$ cat src/rtl/cadd_pkg.sv
`timescale 1ns / 1ps
// ----------------------------------------------------------------------------
// cadd_pkg
// Shared types and constants for the copy/add delta decoder.
// ----------------------------------------------------------------------------
package cadd_pkg;

  localparam int REF_DEPTH     = 4096;
  localparam int MAX_COPY      = 64;
  localparam int LEN_BITS      = 16;
  localparam int QUEUE_DEPTH   = 4;

  localparam int ADDR_BITS     = $clog2(REF_DEPTH);
  localparam int OFF_BITS      = $clog2(REF_DEPTH + 1);
  localparam int CFG_BITS      = 13;
  localparam int COPY_LEN_BITS = $clog2(MAX_COPY + 1);
  localparam int LEN_WIDE      = LEN_BITS + 4;
  localparam int OFF_WIDE      = OFF_BITS + 4;
  localparam int SUM_BITS      = ((CFG_BITS > OFF_BITS) ? CFG_BITS : OFF_BITS) + 1;
  localparam int QPTR_BITS     = $clog2(QUEUE_DEPTH);
  localparam int QCNT_BITS     = $clog2(QUEUE_DEPTH + 1);

  localparam logic [1:0] MODE_LOAD  = 2'd0;
  localparam logic [1:0] MODE_DELTA = 2'd1;
  localparam logic [1:0] MODE_END   = 2'd2;

  localparam logic [1:0] STATUS_BUSY  = 2'd0;
  localparam logic [1:0] STATUS_DONE  = 2'd1;
  localparam logic [1:0] STATUS_ERROR = 2'd2;

  localparam logic [7:0] CHR_ADD     = 8'h41;
  localparam logic [7:0] CHR_COPY    = 8'h43;
  localparam logic [7:0] CHR_COLON   = 8'h3A;
  localparam logic [7:0] CHR_COMMA   = 8'h2C;
  localparam logic [7:0] CHR_NEWLINE = 8'h0A;
  localparam logic [7:0] CHR_ZERO    = 8'h30;
  localparam logic [7:0] CHR_NINE    = 8'h39;

  typedef enum logic [2:0] {
    PH_CMD,
    PH_ADD_LEN,
    PH_ADD_DATA,
    PH_COPY_LEN,
    PH_COPY_OFF
  } phase_t;

  typedef enum logic [1:0] {
    CMD_WRITE,
    CMD_EMIT,
    CMD_COPY
  } cmd_kind_t;

  typedef enum logic [0:0] {
    BK_IDLE,
    BK_COPY
  } back_state_t;

  typedef struct packed {
    cmd_kind_t                kind;
    logic [ADDR_BITS-1:0]     addr;
    logic [7:0]               data;
    logic                     valid;
    logic [1:0]               status;
    logic [COPY_LEN_BITS-1:0] len;
  } cmd_t;

  typedef struct packed {
    logic push;
    logic full;
  } front_ctl_t;

endpackage

$ cat src/rtl/cadd_front.sv
`timescale 1ns / 1ps
// ----------------------------------------------------------------------------
// cadd_front
// Delta parser: accepts items, tracks the command syntax and queues requests.
// ----------------------------------------------------------------------------
module cadd_front import cadd_pkg::*; (
  input  logic                 clk,
  input  logic                 rst,
  input  logic                 cfg_we,
  input  logic [CFG_BITS-1:0]  cfg_data,
  input  logic                 in_valid,
  output logic                 in_stall,
  input  logic [1:0]           mode,
  input  logic [ADDR_BITS-1:0] ref_addr,
  input  logic [7:0]           data_byte,
  output front_ctl_t           ctl,
  input  logic                 q_full,
  output cmd_t                 cmd
);

  typedef struct packed {
    phase_t phase;
    logic   nl;
    logic   err;
    logic   fresh;
  } begin_t;

  phase_t               phase;
  phase_t               phase_next;
  logic [LEN_BITS-1:0]  len_acc;
  logic [LEN_BITS-1:0]  len_next;
  logic [OFF_BITS-1:0]  off_acc;
  logic [OFF_BITS-1:0]  off_next;
  logic                 seen;
  logic                 seen_next;
  logic [LEN_BITS-1:0]  add_rem;
  logic [LEN_BITS-1:0]  add_rem_next;
  logic                 nl;
  logic                 nl_next;
  logic                 err;
  logic                 err_next;
  logic [CFG_BITS-1:0]  ref_length;

  logic                 accept;
  logic                 is_digit;
  logic [LEN_WIDE-1:0]  len_val;
  logic [OFF_WIDE-1:0]  off_val;
  logic [SUM_BITS-1:0]  used;
  logic [SUM_BITS-1:0]  copy_end;
  logic                 copy_bad;
  logic                 copy_go;
  logic                 emit_add;
  logic                 finished;
  logic [1:0]           status_next;
  begin_t               bc;
  begin_t               bc_after;

  function automatic begin_t begin_cmd(input logic [7:0] b, input logic nl_in);
    begin_t r;
    r.phase = PH_CMD;
    r.nl    = nl_in;
    r.err   = 1'b0;
    r.fresh = 1'b0;
    if (b == CHR_NEWLINE && !nl_in) begin
      r.nl = 1'b1;
    end else if (b == CHR_ADD) begin
      r.phase = PH_ADD_LEN;
      r.fresh = 1'b1;
    end else if (b == CHR_COPY) begin
      r.phase = PH_COPY_LEN;
      r.fresh = 1'b1;
    end else begin
      r.err = 1'b1;
    end
    return r;
  endfunction

  assign in_stall = q_full;
  assign accept   = in_valid && !in_stall;
  assign is_digit = (data_byte >= CHR_ZERO) && (data_byte <= CHR_NINE);
  assign len_val  = LEN_WIDE'(len_acc) * LEN_WIDE'(10) + LEN_WIDE'(data_byte[3:0]);
  assign off_val  = OFF_WIDE'(off_acc) * OFF_WIDE'(10) + OFF_WIDE'(data_byte[3:0]);
  assign used     = (SUM_BITS'(ref_length) > SUM_BITS'(REF_DEPTH)) ?
                    SUM_BITS'(REF_DEPTH) : SUM_BITS'(ref_length);
  assign copy_end = SUM_BITS'(off_acc) + SUM_BITS'(len_acc[COPY_LEN_BITS-1:0]);
  assign copy_bad = (len_acc > LEN_BITS'(MAX_COPY)) || (copy_end > used);
  assign bc       = begin_cmd(data_byte, nl);
  assign bc_after = begin_cmd(data_byte, 1'b0);

  always_comb begin
    phase_next   = phase;
    len_next     = len_acc;
    off_next     = off_acc;
    seen_next    = seen;
    add_rem_next = add_rem;
    nl_next      = nl;
    err_next     = err;
    copy_go      = 1'b0;
    emit_add     = 1'b0;
    finished     = 1'b0;
    ctl.push     = 1'b0;
    ctl.full     = q_full;
    cmd.kind     = CMD_EMIT;
    cmd.addr     = ref_addr;
    cmd.data     = '0;
    cmd.valid    = 1'b0;
    cmd.status   = STATUS_BUSY;
    cmd.len      = '0;
    status_next  = STATUS_BUSY;

    if (accept && mode == MODE_DELTA && !err) begin
      unique case (phase)
        PH_CMD: begin
          phase_next = bc.phase;
          nl_next    = bc.nl;
          err_next   = bc.err;
          if (bc.fresh) begin
            len_next  = '0;
            seen_next = 1'b0;
          end
        end
        PH_ADD_LEN, PH_COPY_LEN: begin
          if (is_digit) begin
            if (len_val[LEN_WIDE-1:LEN_BITS] != '0) begin
              err_next = 1'b1;
            end else begin
              len_next = len_val[LEN_BITS-1:0];
            end
            seen_next = 1'b1;
          end else if (phase == PH_ADD_LEN) begin
            if (!seen || data_byte != CHR_COLON) begin
              err_next = 1'b1;
            end else if (len_acc == '0) begin
              phase_next = PH_CMD;
              nl_next    = 1'b0;
            end else begin
              add_rem_next = len_acc;
              phase_next   = PH_ADD_DATA;
            end
          end else begin
            if (!seen || data_byte != CHR_COMMA) begin
              err_next = 1'b1;
            end else begin
              phase_next = PH_COPY_OFF;
              off_next   = '0;
              seen_next  = 1'b0;
            end
          end
        end
        PH_ADD_DATA: begin
          emit_add     = 1'b1;
          add_rem_next = add_rem - 1'b1;
          if (add_rem == LEN_BITS'(1)) begin
            phase_next = PH_CMD;
            nl_next    = 1'b0;
          end
        end
        PH_COPY_OFF: begin
          if (is_digit) begin
            if (off_val > OFF_WIDE'(REF_DEPTH)) begin
              err_next = 1'b1;
            end else begin
              off_next = off_val[OFF_BITS-1:0];
            end
            seen_next = 1'b1;
          end else if (!seen || copy_bad) begin
            err_next = 1'b1;
          end else begin
            copy_go    = 1'b1;
            phase_next = bc_after.phase;
            nl_next    = bc_after.nl;
            err_next   = bc_after.err;
            if (bc_after.fresh) begin
              len_next  = '0;
              seen_next = 1'b0;
            end
          end
        end
        default: begin
          phase_next = PH_CMD;
        end
      endcase
    end else if (accept && mode == MODE_END && !err) begin
      if (phase == PH_COPY_OFF && seen) begin
        if (copy_bad) begin
          err_next = 1'b1;
        end else begin
          copy_go = 1'b1;
        end
      end else if (phase != PH_CMD) begin
        err_next = 1'b1;
      end
      if (!err_next) begin
        phase_next = PH_CMD;
        nl_next    = 1'b0;
        finished   = 1'b1;
      end
    end

    if (err_next) begin
      status_next = STATUS_ERROR;
    end else if (finished) begin
      status_next = STATUS_DONE;
    end

    if (accept && mode == MODE_LOAD) begin
      ctl.push = 1'b1;
      cmd.kind = CMD_WRITE;
      cmd.data = data_byte;
    end else if (accept && (mode == MODE_DELTA || mode == MODE_END)) begin
      ctl.push   = 1'b1;
      cmd.status = status_next;
      if (copy_go && len_acc != '0) begin
        cmd.kind = CMD_COPY;
        cmd.addr = off_acc[ADDR_BITS-1:0];
        cmd.len  = len_acc[COPY_LEN_BITS-1:0];
      end else if (emit_add) begin
        cmd.data  = data_byte;
        cmd.valid = 1'b1;
      end
    end
  end

  always_ff @(posedge clk) begin
    if (rst) begin
      phase      <= PH_CMD;
      len_acc    <= '0;
      off_acc    <= '0;
      seen       <= 1'b0;
      add_rem    <= '0;
      nl         <= 1'b0;
      err        <= 1'b0;
      ref_length <= '0;
    end else begin
      phase   <= phase_next;
      len_acc <= len_next;
      off_acc <= off_next;
      seen    <= seen_next;
      add_rem <= add_rem_next;
      nl      <= nl_next;
      err     <= err_next;
      if (cfg_we) begin
        ref_length <= cfg_data;
      end
    end
  end

endmodule

$ cat config.mk
export PLATFORM = sky130hd
export DESIGN_NAME = cadd_front
export DESIGN_NICKNAME = d
export VERILOG_FILES = /design/src/rtl/cadd_pkg.sv /design/src/rtl/cadd_front.sv
export SDC_FILE = /design/constraint.sdc
export NUM_CORES = 1
export LEC_CHECK = 0
export BUFFER_PORTS_ARGS = -buffer_cell sky130_fd_sc_hd__buf_2
export CAP_MARGIN = 20
export CORE_ASPECT_RATIO = 0.5
export CORE_MARGIN = 2
export CORE_UTILIZATION = 49
export CTS_CLUSTER_SIZE = 30
export DETAILED_ROUTE_END_ITERATION = 10
export PLACE_DENSITY = 0.68
export REMOVE_ABC_BUFFERS = 1
export SYNTH_ARGS = -nofsm -noshare
export SYNTH_HDL_FRONTEND = slang
export SYNTH_SLANG_ARGS = --single-unit
$ cat constraint.sdc
create_clock -name clk -period 5.5 [get_ports clk]
set_input_delay 0.275 -clock clk [delete_from_list [all_inputs] [get_ports clk]]
set_output_delay 0.275 -clock clk [all_outputs]
set_load 0.005 [all_outputs]
Yosys cells after proc, flatten, opt, wreduce, memory -nomap -nowiden
Cells that the tools add are included.

Register bits after elaboration: 64. Latch bits: 0. Bits in writable memories: 0. ROM bits: 0. Output and inout bits: 35. Logic and storage cells: 202. Memories: 0.

$add $sub $neg: 4. $mul: 2. Divide/modulo/power cells: 0. $lt $le $gt $ge: 6. Equality and inequality tests: 42. Shift-type cells: 0. Muxes and demuxes: 103. Bitwise operators: 0. Reduce and logical (&&, ||, !) cells: 37.

Operator list (number): 16-bit two-way mux (10); 13-bit two-way mux (6); 1-bit two-way mux (53); 16-bit case mux with 3 select lines (1); 3-bit != test, second input constant (12); 3-bit two-way mux (11); 32-bit two-way mux (1); 16-bit case mux with 2 select lines (1); 2-bit != test, second input constant (15); 13-bit case mux with 2 select lines (1); 20-bit by 4-bit adder with 20-bit output (1); 16-bit by 3-bit multiplier with 19-bit output, second input constant (1); 9-bit two-way mux (2); 17-bit by 4-bit adder with 17-bit output (1); 17-bit by 13-bit greater-than comparator with 1-bit output, second input constant (1); 16-bit by 1-bit == test with 1-bit output, second input constant (1); 8-bit by 7-bit == test with 1-bit output, second input constant (2); 16-bit by 7-bit greater-than comparator with 1-bit output, second input constant (1); 16-bit zero test (1); 13-bit by 3-bit multiplier with 16-bit output, second input constant (1); 2-bit two-way mux (8); 8-bit by 6-bit != test with 1-bit output, second input constant (2); 8-bit AND reduction (2); 16-bit nonzero test (1); 34 further kinds (58).

Longest topological paths before layout
Depth in word-level cells: 15. Gate-level depth with buffers: 23. Gate-level depth less buffers: 22.

Worst setup path after synthesis
OpenSTA, ideal clock, no wires.

Path kind: register -> output. Start: reg len_acc[0]. End: out cmd[18] (netlist bit). Data arrival time: 4.348 ns. Required time: 5.225 ns. Setup slack: 0.877 ns. Stages on the path, launching flop included: 22. Buffers on the path: 1. Cell sequence: dfxtp_1 -> ha_1 -> inv_1 -> fa_1 -> nor2b_1 -> o21ai_0 -> nand2b_1 -> a21oi_1 -> o21ai_0 -> a21o_1 -> nand2_1 -> nor3_1 -> xnor2_1 -> ha_1 -> a21o_1 -> a2111oi_0 -> o21ai_0 -> a21oi_1 -> and4b_1 -> nor2b_1 -> buf_1 -> mux2_2.

RTL lines: from (decl) (line cadd_front.sv:30) `logic [LEN_BITS-1:0] len_acc;`; from (signal assigned) (line cadd_front.sv:236) `len_acc <= len_next;`; to (decl) (line cadd_front.sv:18) `output cmd_t cmd`.

==> results.py <==
metrics = {
    "status": {
        "status": "complete, no violations",
    },
    "synthesis": {
        "syn-cell-area_um2": 6830,
        "netlist.area_leader.share": 0.188,
        "ys_ff_latch": 64,
        "synth_area_leader_cell": "dfxtp_1",
        "async_reset_ff_frac": 0,
        "synthCells": 888,
        "avgSynthCellArea_um2": 7.69,
        "ys.flop_type": "dfxtp_1",
        "synthTopCellsByArea": "dfxtp_1 (19%), ha_1 (15%), o21ai_0 (4.5%)",
        "synth-seq-area-share": 0.188,
        "synth_edf_count": 0,
        "synthDistinctLibCells": 82,
        "yosysWarningCount": 0,
    },
    "setup_path": {
        "crit_family": "compound AO/OA/AOI/OAI gates",
        "cp_num_buf_inv": 3,
        "cp.required_ns": 5.22,
        "critPathMaxStageDelay_ns": 0.42,
        "arrival_ns": 4.93,
        "crit_fanout": 10,
        "crit_path_start_kind": "register",
        "slowest_stage": "dfxtp_2",
        "worstSetupPathType": "reg2out",
        "cp_num_cells": 22,
        "cp-end-kind": "primary output",
        "crit_path_cell_trace": "ha_1 -> inv_1 -> fa_1 -> nor2b_1 -> o21ai_0 -> nand2b_1 -> a21oi_1 -> o21ai_1 -> a21o_1 -> nand2_1 -> nor3_2 -> xnor2_1 -> ha_1 -> a21o_1 -> a2111oi_1 -> o21ai_1 -> a21oi_2 -> and4b_1 -> nor2b_2 -> buf_4 -> mux2_2 -> buf_2",
        "ff2ff_path_depth": 20,
    },
    "cts": {
        "cts_tree": "built",
        "hold_buffers": 0,
        "h-tree-depth": 3,
        "cts.clk_slew.worst_paths_ns": 0.05,
        "cts-buffers-inserted": 9,
        "clkLatencyLatePin_ns": 0.33,
        "cts_root_buf": "clkbuf_16",
        "clock_path_buffers": 2,
        "cts.sinks": 64,
    },
    "drt": {
        "wl_met2_um": 8840,
        "wl_um": 18700,
        "drc_errors": 0,
        "routed-wl-met3_um": 797,
        "wl_met1_um": 8930,
        "wire_per_inst_um": 16.4,
        "routed.top_layer": "met4",
        "first_iter_violations": 640,
        "vias": 6834,
        "viasPerCell": 5.98,
        "dr.pass1.iters": 5,
        "antenna_left": 0,
    },
    "global_routing": {
        "grt_max_degree": 50,
        "antenna_found_initial": 0,
        "grt_usage": 0.252,
        "grt-ovfl-total": 0,
        "grt_pass1_vias": 6265,
        "grt_pass1_wl_um": 30600,
    },
    "power": {
        "swShare": 0.254,
        "leakagePower_nw": 3.33,
        "p_clk_frac": 0.477,
        "p_comb_frac": 0.090,
        "peakVddDrop_mv": 0.154,
        "internal_power_mw": 0.816,
        "powerDensity_nw_per_um2": 143,
        "seq_power_share": 0.433,
        "p_switching_mw": 0.277,
    },
    "timing": {
        "clock_skew_ns": 0.00876,
        "setup_tns_ns": 0,
        "post-route-min-period_ns": 5.21,
        "max-slew-margin-rel": 0.465,
        "hold_viol_final": 0,
        "post-route-period-util": 0.947,
        "rsz0062_at_grt": "no",
        "setup_viol": 0,
        "fmax_ghz": 0.192,
        "worst_pin_slew_ns": 0.792,
        "slew_violations": 0,
    },
    "place": {
        "dp_cells": 1125,
        "port_buffers": 74,
        "place_congestion": 0.916,
        "dp_hpwl_um": 14100,
    },
    "die": {
        "rows": 30,
        "die_w_um": 171,
        "chipHeight_um": 87.5,
        "io_pins": 75,
        "start_util": 0.503,
        "dieArea_um2": 15000,
        "core_um2": 13600,
    },
    "final_layout": {
        "antennaDiodeCount": 0,
        "drive_gt1_frac": 0.138,
        "area_growth_pct": 12.2,
        "utilization": 0.564,
        "fillers": 1304,
        "layout.nets": 1072,
        "final_cells": 1143,
    },
    "min_path": {
        "hold_class": "in2reg",
        "hold_path_depth": 3,
    },
    "flow_run": {
        "cap_violations": 0,
    },
}
[power groups by stage]
stage | clock, mW | combinational [mW] | sequential (mW)
floorplan | 0 | 0.0505 | 0.482
global placement | 0 | 0.0940 | 0.483
detailed placement | 0 | 0.0965 | 0.483
CTS | 0.528 | 0.0979 | 0.473
global route | 0.552 | 0.109 | 0.473
finish | 0.521 | 0.0987 | 0.473
[state kept, by name (all words and copies together), names as in the netlist]
signal and cells:
add_rem 16, len_acc 16, off_acc 13, ref_length 13, phase 3, err 1
nl 1, seen 1
[cell usage after synthesis (15+ instances only)]
library cell and count:
a211oi_1 17, xnor2_1 28, mux2i_1 18, o21ai_0 61, a21oi_1 41, nand2_1 73, dfxtp_1 64, nor2_1 69
and2_1 20, inv_1 52, o22ai_1 16, a21o_1 15, ha_1 81, nor3_1 24, clkbuf_1 30, nand3_1 37
[worst reg2reg max path, cell delays in order, from the launching register on]
cell,delay [ns]
dfxtp_2,0.42
ha_1,0.20
inv_1,0.05
fa_1,0.40
nor2b_1,0.12
o21ai_0,0.08
nand2b_1,0.12
a21oi_1,0.08
o21ai_1,0.19
a21o_1,0.15
nand2_1,0.10
nor3_2,0.15
xnor2_1,0.09
ha_1,0.21
a21o_1,0.18
a2111oi_1,0.40
o21ai_1,0.17
a211oi_1,0.48
o21ba_2,0.42
nand3_1,0.28
o31ai_1,0.28
[final cells by class]
class	instances	area [um^2]	share of cell area
multi-input combinational	732	5200	0.679
sequential	64	1280	0.167
timing repair buffer	86	464	0.0606
tap	192	240	0.0314
clock buffer	9	225	0.0294
inverter	53	199	0.0260
clock inverter	7	48.8	0.00637
[layout by cell type (no fill, tap or decap), drive strengths merged, types with 6 or more instances in the layout]
master / n
nand4: 9
and3: 9
buf: 86
nand2: 73
nor3: 24
a21oi: 42
nor4: 11
o32a: 6
nand2b: 12
nand3: 37
a31oi: 7
mux2: 15
clkbuf: 9
xnor2: 28
a22oi: 7
or3: 7
o211ai: 7
o21ai: 64
dfxtp: 64
ha: 81
a211oi: 18
nand3b: 7
o22ai: 16
and2: 20
nor2b: 14
a21o: 15
nor3b: 6
xor2: 12
inv: 52
mux2i: 18
nor2: 69
[metrics by stage]
stage,instance area [um^2],hold slack [ns],worst slack (ns),total power [mW]
final,7660,0.181,0.293,1.09
after global routing,7660,0.182,0.0328,1.13
after CTS,7630,0.176,0.0190,1.10
after detailed placement,7350,0.470,0.280,0.579
after global placement,7350,0.470,0.421,0.577
after floorplan,6660,0.344,0.522,0.532
[cells by family after synthesis]
group           share of synthesized area
mux                                0.0511
xor+xnor                           0.0513
compound gates                      0.246
buf+inv                            0.0533
simple gates                        0.247
flops                               0.188
fa+ha+maj                           0.163
[routing by layer]
metal	GRT usage	vias up
li1	-	3415
met1	0.336	3242
met2	0.444	163
met3	0.0323	14
met4	0.0439	0
met5	0	-
[timing repair]
| item | CTS | global route |
|---|---|---|
| buffers inserted | 0 | 1 |
| gates cloned | 0 | 1 |
| pin swaps | 0 | 1 |
| gates resized for setup | 1 | 9 |
| endpoints found under the setup margin | 12 | 21 |
[worst paths after layout]
kind / start / end / slack [ns]
worst max-delay path: len_acc[0] / cmd[20] / 0.29
worst min-delay path: cfg_data[9] / ref_length[9] / 0.18
worst max register to register: len_acc[0] / len_acc[4] / 0.85
worst min register to register: nl / nl / 0.49
No activity file was read; power rests on OpenSTA's default activity.
