**config.mk**
```make
export PLATFORM = sky130hd
export DESIGN_NAME = cadd_queue
export DESIGN_NICKNAME = d
export VERILOG_FILES = /design/src/rtl/cadd_pkg.sv /design/src/rtl/cadd_queue.sv
export SDC_FILE = /design/constraint.sdc
export NUM_CORES = 1
export LEC_CHECK = 0
export BUFFER_PORTS_ARGS = -buffer_cell sky130_fd_sc_hd__buf_2
export CAP_MARGIN = 20
export CORE_AREA = 2 2 110 112
export CTS_BUF_LIST = sky130_fd_sc_hd__clkbuf_16
export DETAILED_ROUTE_END_ITERATION = 10
export DIE_AREA = 0 0 112 114
export PLACE_DENSITY = 0.74
export SETUP_SLACK_MARGIN = 0.4
export SLEW_MARGIN = 20
export SYNTH_ARGS = -nofsm -noshare
export SYNTH_HDL_FRONTEND = slang
export SYNTH_SLANG_ARGS = --single-unit
```
**constraint.sdc**
```tcl
create_clock -name clk -period 2.6 [get_ports clk]
set_input_delay 0.13 -clock clk [delete_from_list [all_inputs] [get_ports clk]]
set_output_delay 0.13 -clock clk [all_outputs]
set_load 0.005 [all_outputs]
```
**src/rtl/cadd_pkg.sv**
```systemverilog
`timescale 1ns / 1ps
// ----------------------------------------------------------------------------
// cadd_pkg
// Shared types and constants for the copy/add delta decoder.
// ----------------------------------------------------------------------------
package cadd_pkg;

  localparam int REF_DEPTH     = 4096;
  localparam int MAX_COPY      = 64;
  localparam int LEN_BITS      = 16;
  localparam int QUEUE_DEPTH   = 4;

  localparam int ADDR_BITS     = $clog2(REF_DEPTH);
  localparam int OFF_BITS      = $clog2(REF_DEPTH + 1);
  localparam int CFG_BITS      = 13;
  localparam int COPY_LEN_BITS = $clog2(MAX_COPY + 1);
  localparam int LEN_WIDE      = LEN_BITS + 4;
  localparam int OFF_WIDE      = OFF_BITS + 4;
  localparam int SUM_BITS      = ((CFG_BITS > OFF_BITS) ? CFG_BITS : OFF_BITS) + 1;
  localparam int QPTR_BITS     = $clog2(QUEUE_DEPTH);
  localparam int QCNT_BITS     = $clog2(QUEUE_DEPTH + 1);

  localparam logic [1:0] MODE_LOAD  = 2'd0;
  localparam logic [1:0] MODE_DELTA = 2'd1;
  localparam logic [1:0] MODE_END   = 2'd2;

  localparam logic [1:0] STATUS_BUSY  = 2'd0;
  localparam logic [1:0] STATUS_DONE  = 2'd1;
  localparam logic [1:0] STATUS_ERROR = 2'd2;

  localparam logic [7:0] CHR_ADD     = 8'h41;
  localparam logic [7:0] CHR_COPY    = 8'h43;
  localparam logic [7:0] CHR_COLON   = 8'h3A;
  localparam logic [7:0] CHR_COMMA   = 8'h2C;
  localparam logic [7:0] CHR_NEWLINE = 8'h0A;
  localparam logic [7:0] CHR_ZERO    = 8'h30;
  localparam logic [7:0] CHR_NINE    = 8'h39;

  typedef enum logic [2:0] {
    PH_CMD,
    PH_ADD_LEN,
    PH_ADD_DATA,
    PH_COPY_LEN,
    PH_COPY_OFF
  } phase_t;

  typedef enum logic [1:0] {
    CMD_WRITE,
    CMD_EMIT,
    CMD_COPY
  } cmd_kind_t;

  typedef enum logic [0:0] {
    BK_IDLE,
    BK_COPY
  } back_state_t;

  typedef struct packed {
    cmd_kind_t                kind;
    logic [ADDR_BITS-1:0]     addr;
    logic [7:0]               data;
    logic                     valid;
    logic [1:0]               status;
    logic [COPY_LEN_BITS-1:0] len;
  } cmd_t;

  typedef struct packed {
    logic push;
    logic full;
  } front_ctl_t;

endpackage

```
**src/rtl/cadd_queue.sv**
```systemverilog
`timescale 1ns / 1ps
// ----------------------------------------------------------------------------
// cadd_queue
// Short request queue between the parser and the output sequencer.
// ----------------------------------------------------------------------------
module cadd_queue import cadd_pkg::*; (
  input  logic       clk,
  input  logic       rst,
  input  front_ctl_t push_ctl,
  input  cmd_t       push_cmd,
  output logic       full,
  input  logic       pop,
  output cmd_t       pop_cmd,
  output logic       empty
);

  cmd_t                 entries [QUEUE_DEPTH];
  logic [QPTR_BITS-1:0] wr_ptr;
  logic [QPTR_BITS-1:0] rd_ptr;
  logic [QCNT_BITS-1:0] count;
  logic                 do_push;
  logic                 do_pop;

  assign full    = (count == QCNT_BITS'(QUEUE_DEPTH));
  assign empty   = (count == '0);
  assign do_push = push_ctl.push && !push_ctl.full;
  assign do_pop  = pop && !empty;
  assign pop_cmd = entries[rd_ptr];

  always_ff @(posedge clk) begin
    if (do_push) begin
      entries[wr_ptr] <= push_cmd;
    end
  end

  always_ff @(posedge clk) begin
    if (rst) begin
      wr_ptr <= '0;
      rd_ptr <= '0;
      count  <= '0;
    end else begin
      if (do_push) begin
        wr_ptr <= wr_ptr + 1'b1;
      end
      if (do_pop) begin
        rd_ptr <= rd_ptr + 1'b1;
      end
      if (do_push && !do_pop) begin
        count <= count + 1'b1;
      end else if (do_pop && !do_push) begin
        count <= count - 1'b1;
      end
    end
  end

endmodule

```
Word-level counts from Yosys, hierarchy flattened
Memories as Yosys holds them, arrays and structs flattened. A register that Yosys moved wholly into a read port is not among the register bits.
Index checks and enable logic that the tools add are counted.
Storage, ports and cells
  register bits after elaboration: 7
  RAM bits: 128
  logic and storage cells: 25
  memories: 1
Operators by class
  add/sub/neg operators: 4
  eq/ne operators: 1
  mux-type cells: 6
  reductions and logical operators: 10
Memories
  entries: depth 4, width 32, read ports 1, clocked after memory_dff 1, write ports 1, RTL line cadd_queue.sv:17  | cmd_t entries [QUEUE_DEPTH];
Operators by type and width (count)
  3-bit two-way mux: 2
  2-bit by 1-bit adder with 2-bit output, second input constant: 2
  1-bit logical AND: 4
  1-bit logical NOT: 4
  2-bit two-way mux: 2
  3-bit by 1-bit adder with 3-bit output, second input constant: 1
  3-bit == test, second input constant: 1
  3-bit logical NOT: 1
  3-bit by 1-bit subtractor with 3-bit output, second input constant: 1
  1-bit two-way mux: 2
  2-bit nonzero test: 1

Depth between registers and ports, before layout
Gate-level depths: netlist of the first run.
  depth in word-level cells: 6
  depth in mapped cells: 8
  mapped depth without buffers: 7

Worst setup path before layout of the first run
OpenSTA, ideal clock, no wires.
  path kind: register to register
  from: register count[1]
  to: register count[2]
  library setup time: 0.070 ns
  arrival time: 1.860 ns
  data required time: 2.530 ns
  setup slack: 0.670 ns
  cell stages (with the launch flop): 8
  period minus slack after synthesis: 1.930 ns
  cells stage by stage: dfxtp_1 -> o31ai_2 -> ha_1 -> inv_1 -> fa_1 -> xor2_1 -> or3_1 -> a21oi_1
Between the ends
  word-level cells in the longest chain between the ends: 6
  elaborated cells on any way between the ends: 11
  classes of those cells: add/sub: 2; mux: 2; reduce/logical: 7
Ends and longest elaborated chain
  start: declaration: RTL line cadd_queue.sv:20  | logic [QCNT_BITS-1:0] count;
  start signal: assignment: RTL line cadd_queue.sv:49  | count <= count + 1'b1;
  start signal: assignment: RTL line cadd_queue.sv:51  | count <= count - 1'b1;
  parallel branches: the longest is 6 deep, another holds 3-bit by 1-bit subtractor with 3-bit output
Several ways; the timed one is not identified. The select of a mux whose other input is x is not followed.
A chain may end at the register's enable or synchronous reset.

Final worst setup path of the first run
Same ends and word-level chain as after synthesis.

==> out/qor.csv, run 1 <==
metric;value;unit
status;finished, final reports clean;
path_max_fanout;6;
yosysSeqAreaShare;78.7;%
clk_pin_slew_worst_paths;0.06;ns
syn2layout_area_growth;30.0;%
finalCritPeriodShare;80.3;%
num_vias;2446;
grt_pass1_wl;13800;um
drv_cap;0;
min_period;2.09;ns
track_usage;14.7;%
setup_tns;0;ns
routabilityCongestion;0.658;
root_buffer;clkbuf_16;
path_buf_inv;1;
worstSetupPathType;reg -> reg;
cts.sinks;137;
ys_ff_latch;137;
cts_buffers;17;
finalNetCount;380;
slowest_delay;0.38;ns
gr-total-overflow;0;
finish.utilization;56.8;%
maxSlewHeadroom;72.6;%
die_area;12800;um^2
p_per_area;945;nW/um^2
grt_pass1_vias;2580;
timing.fmax;0.479;GHz
avgSynthCellArea;24.0;um^2
cts_tree;built;
cp-end-kind;flop;
diodes;0;
drv_slew;0;
arrival;2.42;ns
ios;71;
syn_area;5110;um^2
crit_chain;o31ai_4 > ha_1 > inv_1 > fa_1 > xor2_1 > or3_1 > a21oi_1;
die_h;114;um
drcViolationCount;0;
antenna_found_initial;0;
first_pass_iters;4;
post-cts-setup-buffers;0;
drtIter0Drc;128;
drt_wl_total;8890;um
power.leakage;2.33;nW
drive_above_1_share;41.8;%
core-area;11700;um^2
die_x;112;um
synthCells;213;
worst_slack;0.513;ns
ys_warn_count;0;
synth_nets;256;
htree_levels;4;
critPathSlowestCell;dfxtp_1;
power.total;0.00628;W
vias_per_cell;4.93;
fillCellCount;865;
critPathLaunchType;flop;
ys_types;24;
clock_path_buffers;2;
preCtsSetupSlack;0.471;ns
post_drt_wl_per_cell;17.9;um
fin_skew;0.00816;ns
worstSkewPairLatency;0.40;ns
setup_violations;0;
worst_pin_slew;0.405;ns
rsz0062_at_grt;no;
hpwlAfterDp;5470;um
portBuffers;70;
hold_viol;0;
row_count;40;
required;2.93;ns
grt_max_degree;26;
peakVddDrop;0.425;mV
path_delay_family;adder cells;
initial_core_util;43.7;%
ant_nets;0;
hold_class;in -> reg;
hold_ws;0.139;ns
worst min-delay path, cell delays in order:
cell	delay, ns
buf_2	0.12
o31ai_4	0.06
xor2_1	0.08
nor2_1	0.10
metrics by stage:
step	instance area [um^2]	cells
floorplan	5110	213
global placement	5650	432
detailed placement	5650	432
CTS	6640	496
global route	6650	496
finish	6650	496
what timing repair did:
| action | CTS | global route |
|---|---|---|
| hold buffers | 33 | 0 |
| setup endpoints to repair | 0 | 3 |
| gates resized for setup | 0 | 2 |
| endpoints found under the hold margin | 130 | 0 |
flip-flops by register name, summed over array words and instances, names as in the netlist, named ones only:
register / cells
entries: 128
count: 3
rd_ptr: 2
wr_ptr: 2
report_power, final:
group          internal (W)  switching (W)  leakage (nW)
clock               0.00178       0.000839         0.316
combinational      0.000603       0.000453         0.773
sequential          0.00251      0.0000987          1.24
total               0.00489        0.00139          2.33
cell type report:
class / instances / area, um^2 / share of cell area (%)
well taps: 147 / 184 / 2.77
inverters: 3 / 11.3 / 0.169
multi-input cells: 64 / 996 / 15.0
clock inverters: 14 / 226 / 3.41
clock buffers: 17 / 425 / 6.40
repair buffers: 114 / 776 / 11.7
flip-flops and latches: 137 / 4030 / 60.6
final timing paths:
check / from / to / slack [ns] / depth (start not counted)
worst max-delay path: count[1]$_SDFFE_PP0P_ / count[2]$_SDFFE_PP0P_ / 0.51 / 7
worst min-delay path: pop / rd_ptr[0]$_SDFFE_PP0P_ / 0.14 / 4
worst max register to register: count[1]$_SDFFE_PP0P_ / count[2]$_SDFFE_PP0P_ / 0.51 / 7
worst min register to register: rd_ptr[1]$_SDFFE_PP0P_ / rd_ptr[1]$_SDFFE_PP0P_ / 0.52 / 2
synth_stat cells:
| library cell | count | share of area (%) |
|---|---|---|
| clkbuf_1 | 1 | 0.073 |
| mux2i_1 | 2 | 0.39 |
| a21oi_1 | 1 | 0.098 |
| o31ai_2 | 1 | 0.24 |
| or3_1 | 1 | 0.12 |
| and2_1 | 4 | 0.49 |
| buf_12 | 3 | 1.2 |
| o311ai_0 | 1 | 0.17 |
| dfxtp_1 | 9 | 3.5 |
| inv_1 | 3 | 0.22 |
| mux4_1 | 2 | 1.0 |
| nor2b_1 | 1 | 0.12 |
| nor2_1 | 7 | 0.51 |
| buf_2 | 4 | 0.39 |
| o21ai_0 | 1 | 0.098 |
| edfxtp_1 | 128 | 75 |
| buf_6 | 1 | 0.22 |
| ha_1 | 5 | 1.2 |
| nor3b_1 | 1 | 0.15 |
| xnor2_1 | 1 | 0.17 |
| nor3_1 | 1 | 0.098 |
| fa_1 | 1 | 0.39 |
| xor2_1 | 4 | 0.69 |
| mux4_2 | 30 | 13 |
cells in the final DEF, fill, tap and decap left out, types with 2 or more instances in the layout:
cell type / netlist / layout
and2_2: 0 / 4
buf_2: 4 / 70
buf_4: 0 / 10
bufinv_16: 0 / 6
clkbuf_16: 0 / 17
clkinv_1: 0 / 3
clkinv_2: 0 / 2
dfxtp_1: 9 / 7
dlygate4sd3_1: 0 / 33
edfxtp_1: 128 / 128
ha_1: 5 / 5
inv_1: 3 / 3
inv_6: 0 / 2
mux2i_1: 2 / 2
mux4_1: 2 / 2
mux4_2: 30 / 30
nor2_1: 7 / 7
xor2_1: 4 / 4
cells by family after synthesis:
group / after synthesis / share of synthesized area [%]
AOI/OAI and AO/OA: 4 / 0.612
xor gates and xnor gates: 5 / 0.857
adders and majority gates: 6 / 1.62
buffers and inverters: 12 / 2.08
DFF: 137 / 78.7
muxes: 34 / 14.6
and+or+nand+nor: 15 / 1.49
per-layer routing:
layer  vias up  part of all wire [%]  global-route usage [%]
met4         0                  0.44                    4.63
met3         4                   3.9                    5.69
met1      1245                    43                    17.9
met5         -                     0                       0
li1       1134                     -                       -
met2        63                    53                    24.5
Note: power is estimated with default switching activity, not from simulation.
==> inputs of run 2 (changes only) <==
--- a/config.mk
+++ b/config.mk
@@ -11,7 +11,7 @@
 export CTS_BUF_LIST = sky130_fd_sc_hd__clkbuf_16
 export DETAILED_ROUTE_END_ITERATION = 10
 export DIE_AREA = 0 0 112 114
-export PLACE_DENSITY = 0.74
+export PLACE_DENSITY = 0.77
 export SETUP_SLACK_MARGIN = 0.4
 export SLEW_MARGIN = 20
 export SYNTH_ARGS = -nofsm -noshare
==> constraint.sdc (replaced) <==
create_clock -name clk -period 1.9 [get_ports clk]
set_input_delay 0.095 -clock clk [delete_from_list [all_inputs] [get_ports clk]]
set_output_delay 0.095 -clock clk [all_outputs]
set_load 0.005 [all_outputs]
==> run 2 against run 1 <==
  * Wire length up 2.2%
  * Combinational power up 77%
  * Clock power up 26%
  * Critical endpoint unchanged
  * Highest routed layer unchanged
==> out/qor.csv, run 2 (synthesized netlist as in run 1, its figures left out) <==
metric;value;unit
diodes;0;
status;finished, final reports clean;
dp.cells;432;
layout_common_cells;edfxtp_1 (128), buf_2 (63), dlygate4sd3_1 (34);
p_per_area;1290;nW/um^2
fin_skew;0.00646;ns
drv_slew;0;
finish.utilization;57.9;%
cts_buffers;17;
cts.sinks;137;
critPathLaunchType;flop;
peakVddDrop;0.629;mV
routabilityCongestion;0.618;
power.leakage;2.37;nW
top_layer_used;met4;
grt_pass1_wl;14100;um
m1WireLength;3950;um
grt_max_degree;33;
maxSlewHeadroom;40.1;%
largest_register;entries;
htree_levels;4;
gr-total-overflow;0;
post_drt_wl_per_cell;17.9;um
timing.fmax;0.533;GHz
grt_pass1_vias;2665;
die_x;112;um
ant_nets;0;
drt_wl_total;9080;um
cp-end-kind;flop;
die_area;12800;um^2
path_max_fanout;4;
multi_input_area;993;um^2
final_cells;506;
worstSetupPathType;reg -> reg;
finalCritPeriodShare;98.7;%
wl_met3;384;um
hold_ws;0.181;ns
syn2layout_area_growth;32.7;%
hold_viol;0;
clk_pin_slew_worst_paths;0.06;ns
rsz0062_at_grt;yes;
track_usage;15.1;%
num_vias;2545;
min_period;1.87;ns
antenna_found_initial;0;
drive_above_1_share;45.4;%
crit_chain;o31ai_4 > ha_2 > inv_2 > fa_2 > xor2_1 > or3_1 > a21oi_1;
critPathSlowestCell;dfxtp_4;
clock_path_buffers;2;
largest_register_ff_count;128;
final_common_cell;edfxtp_1;
cts_tree;built;
slowest_delay;0.36;ns
finalNetCount;389;
initial_core_util;43.7;%
worstSkewPairLatency;0.41;ns
hpwlAfterDp;5150;um
ios;71;
required;2.24;ns
arrival;2.21;ns
worst_pin_slew;0.898;ns
hold_class;in -> reg;
wl_met2;4620;um
seqCellArea;4040;um^2
drv_cap;0;
row_count;40;
vias_per_cell;5.03;
fillCellCount;878;
power.total;0.00872;W
setup_violations;0;
drcViolationCount;0;
drtIter0Drc;97;
die_h;114;um
root_buffer;clkbuf_16;
portBuffers;70;
top_regs;entries (128), count (3);
core-area;11700;um^2
first_pass_iters;4;
## run 2: where the power goes
| part | switching, W | total [W] | internal [W] |
|---|---|---|---|
| clock | 0.00123 | 0.00329 | 0.00206 |
| combinational | 0.000741 | 0.00188 | 0.00114 |
| sequential | 0.000109 | 0.00356 | 0.00345 |
| total | 0.00208 | 0.00872 | 0.00664 |
## run 2: what timing repair did
| action | in CTS | in global routing |
|---|---|---|
| endpoints found under the setup margin | 66 | 66 |
| hold buffers | 33 | 1 |
| setup buffers | 2 | 3 |
| hold endpoints to repair | 137 | 8 |
| gates resized for setup | 5 | 8 |
| pin swaps | 3 | 2 |
| gates cloned | 2 | 1 |
## run 2: per-layer routing
layer | vias to the layer above | global-route usage [%]
met5 | - | 0
met4 | 0 | 6.34
met3 | 14 | 4.68
met2 | 65 | 24.2
met1 | 1314 | 19.4
li1 | 1152 | -
## run 2: worst paths after layout
kind	startpoint	endpoint	slack, ns	cells past startpoint
min	pop	flop	0.18	4
min reg2reg	rd_ptr[0]$_SDFFE_PP0P_	rd_ptr[0]$_SDFFE_PP0P_	0.53	2
max	count[2]$_SDFFE_PP0P_	count[2]$_SDFFE_PP0P_	0.03	7
max reg2reg	count[2]$_SDFFE_PP0P_	count[2]$_SDFFE_PP0P_	0.03	7
## run 2: area by class of cell
class                      instances  share of cell area (%)
multi-input combinational         64                    14.6
clock inverter                    15                    2.60
tap                              147                    2.71
timing repair buffer             123                    14.1
clock buffer                      17                    6.27
sequential                       137                    59.5
inverter                           3                   0.166
## run 2: worst max-delay path: cells and delay by family (launching register included)
family	cells	cell delay [ns]
compound gates	2	0.40
xor+xnor	1	0.15
fa+ha+maj	2	0.55
buf+inv	1	0.04
flops	1	0.36
simple gates	1	0.31
## run 2: through the flow
step,setup TNS [ns],cell area [um^2],worst slack [ns]
CTS,0,6680,0.0367
finish,0,6790,0.0251
global route,-0.0730,6790,-0.0730
floorplan,0,5140,0.0897
global placement,0,5690,0.0674
detailed placement,0,5690,0.00578
==> inputs of run 3 (changes only) <==
==> constraint.sdc (replaced) <==
create_clock -name clk -period 1.9 [get_ports clk]
set_input_delay 0.38 -clock clk [delete_from_list [all_inputs] [get_ports clk]]
set_output_delay 0.38 -clock clk [all_outputs]
set_load 0.005 [all_outputs]
==> run 3 against run 2 <==
  * The flow now finishes with violations (setup timing)
  * Register-to-register slack better by 0.03 ns
  * Global-route usage is 0.74 points lower
  * Power is 5.8% lower
  * Final area is 4.6% lower
  * Final cell count is 5.7% lower
  * Core utilization is 2.7 points lower
  * Largest power group unchanged
==> out/qor.csv, run 3 (synthesized netlist as in run 1, its figures left out) <==
metric;value;unit
status;finished, violations left;
violations;setup timing;
critPathLaunchType;flop;
drv_slew;0;
hpwlAfterDp;5390;um
die_h;114;um
cp-end-kind;output pin;
worst_slack;-0.167;ns
setup_tns;-3.54;ns
switching_power;0.00191;W
power_frac_clock;34.5;%
r2r_cells;7;
rrSetupSlack;0.06;ns
holdCritStartpoint;push_cmd[1];
diodes;0;
row_count;40;
die_area;12800;um^2
track_usage;14.4;%
worstSetupPathType;reg -> out;
routabilityCongestion;0.706;
seqCellArea;4040;um^2
required;1.52;ns
drtIter0Drc;119;
worstSkewPairLatency;0.40;ns
grt_max_degree;20;
ios;71;
worstReg2RegStart;count[0]$_SDFFE_PP0P_;
grt_pass1_vias;2437;
largest_register_ff_count;128;
drv_cap;0;
die_x;112;um
syn2layout_area_growth;26.6;%
drive_above_1_share;49.7;%
seqPwrFrac;43.1;%
place_area;5800;um^2
rsz0062_at_grt;yes;
setup_violations;32;
finish.instance_area;6470;um^2
internal_power;0.00631;W
vias_per_cell;4.99;
maxSlewHeadroom;74.8;%
cts_tree;built;
top_regs;entries (128), count (3);
cts.sinks;137;
reg2reg_to;count[2]$_SDFFE_PP0P_;
arrival;1.69;ns
swShare;23.2;%
drt_wl_total;8470;um
worst_pin_slew;0.373;ns
cts_buffers;17;
min_period;2.07;ns
multi_input_area;1030;um^2
whs_path_depth;1;
power.leakage;2.25;nW
largest_register;entries;
grt_pass1_wl;13300;um
antenna_found_initial;0;
power_frac_comb;22.3;%
hold_viol;0;
finalNetCount;360;
drcViolationCount;0;
gr-total-overflow;0;
post_drt_wl_per_cell;17.7;um
fillCellCount;919;
portBuffers;70;
hold-path-endpoint;entries[3][1]$_DFFE_PP_;
initial_core_util;43.7;%
htree_levels;4;
num_vias;2378;
clock_path_buffers;2;
p_per_area;1270;nW/um^2
timing.fmax;0.484;GHz
clk_pin_slew_worst_paths;0.05;ns
layout_common_cells;edfxtp_1 (128), buf_2 (69), mux4_2 (30);
core-area;11700;um^2
final_common_cell;edfxtp_1;
preCtsSetupSlack;-0.0292;ns
path_max_fanout;6;
peakVddDrop;0.659;mV
fin_skew;0.00638;ns
cts_hold_buf;0;
first_pass_iters;4;
finalCritPeriodShare;109;%
root_buffer;clkbuf_16;
hold_class;in -> reg;
ant_nets;0;
run 3: changes by cell type in the layout (fill, tap and decap cells not counted), sizes merged:
cell         delta
buf             +6
inv             +3
bufinv          -2
clkinvlp        -1
dlygate4sd3    -34
clkbuf          -1
run 3: power by group through the flow:
stage          registers, W  logic (W)  clock network (W)
6_report            0.00354    0.00183            0.00284
5_1_grt             0.00355    0.00201            0.00303
4_1_cts             0.00354    0.00180            0.00291
3_5_place_dp        0.00360    0.00158                  0
3_3_place_gp        0.00359    0.00155                  0
2_1_floorplan       0.00358    0.00111                  0
run 3: worst max-delay path by stage:
stage	start	end	slack, ns
final	flop	pop_cmd[3]	-0.17
after floorplan	count[0]$_SDFFE_PP0P_	count[2]$_SDFFE_PP0P_	0.1
after global placement	push_ctl[0]	count[2]$_SDFFE_PP0P_	0.02
after CTS	flop	pop_cmd[5]	-0.20
after global routing	flop	pop_cmd[5]	-0.23
after detailed placement	push_ctl[0]	count[2]$_SDFFE_PP0P_	-0.03
run 3: per-stage QoR:
step | instances | total power (W) | utilization [%] | hold slack [ns]
CTS | 475 | 0.00825 | 54.9 | 0.170
floorplan | 213 | 0.00468 | - | 0.479
global route | 477 | 0.00859 | 55.3 | 0.174
finish | 477 | 0.00821 | 55.3 | 0.191
detailed placement | 437 | 0.00518 | 49.5 | 0.517
global placement | 437 | 0.00514 | 49.5 | 0.502
run 3: timing repair:
action	CTS	global route
endpoints found under the setup margin	36	36
pin swaps	7	3
resized for setup	7	5
hold endpoints to repair	0	0
buffers inserted	6	2
run 3: area by class of cell:
cell class	instances	area share [%]
multi-input combinational	64	16.0
inverter	3	0.174
sequential	137	62.4
clock inverter	15	1.53
tap	147	2.84
clock buffer	17	6.57
timing repair buffer	94	10.6
run 3: metal layers:
metal	vias up	track usage (%)	wire, um
li1	1097	-	-
met1	1208	17.5	3560
met2	62	23.8	4380
met3	11	5.10	411
met4	0	5.61	110
met5	-	0	0
run 3: worst max-delay path: stages (launching register included):
cell	delay (ns)
dfxtp_4	0.39
buf_12	0.14
buf_12	0.12
mux4_2	0.51
buf_6	0.13
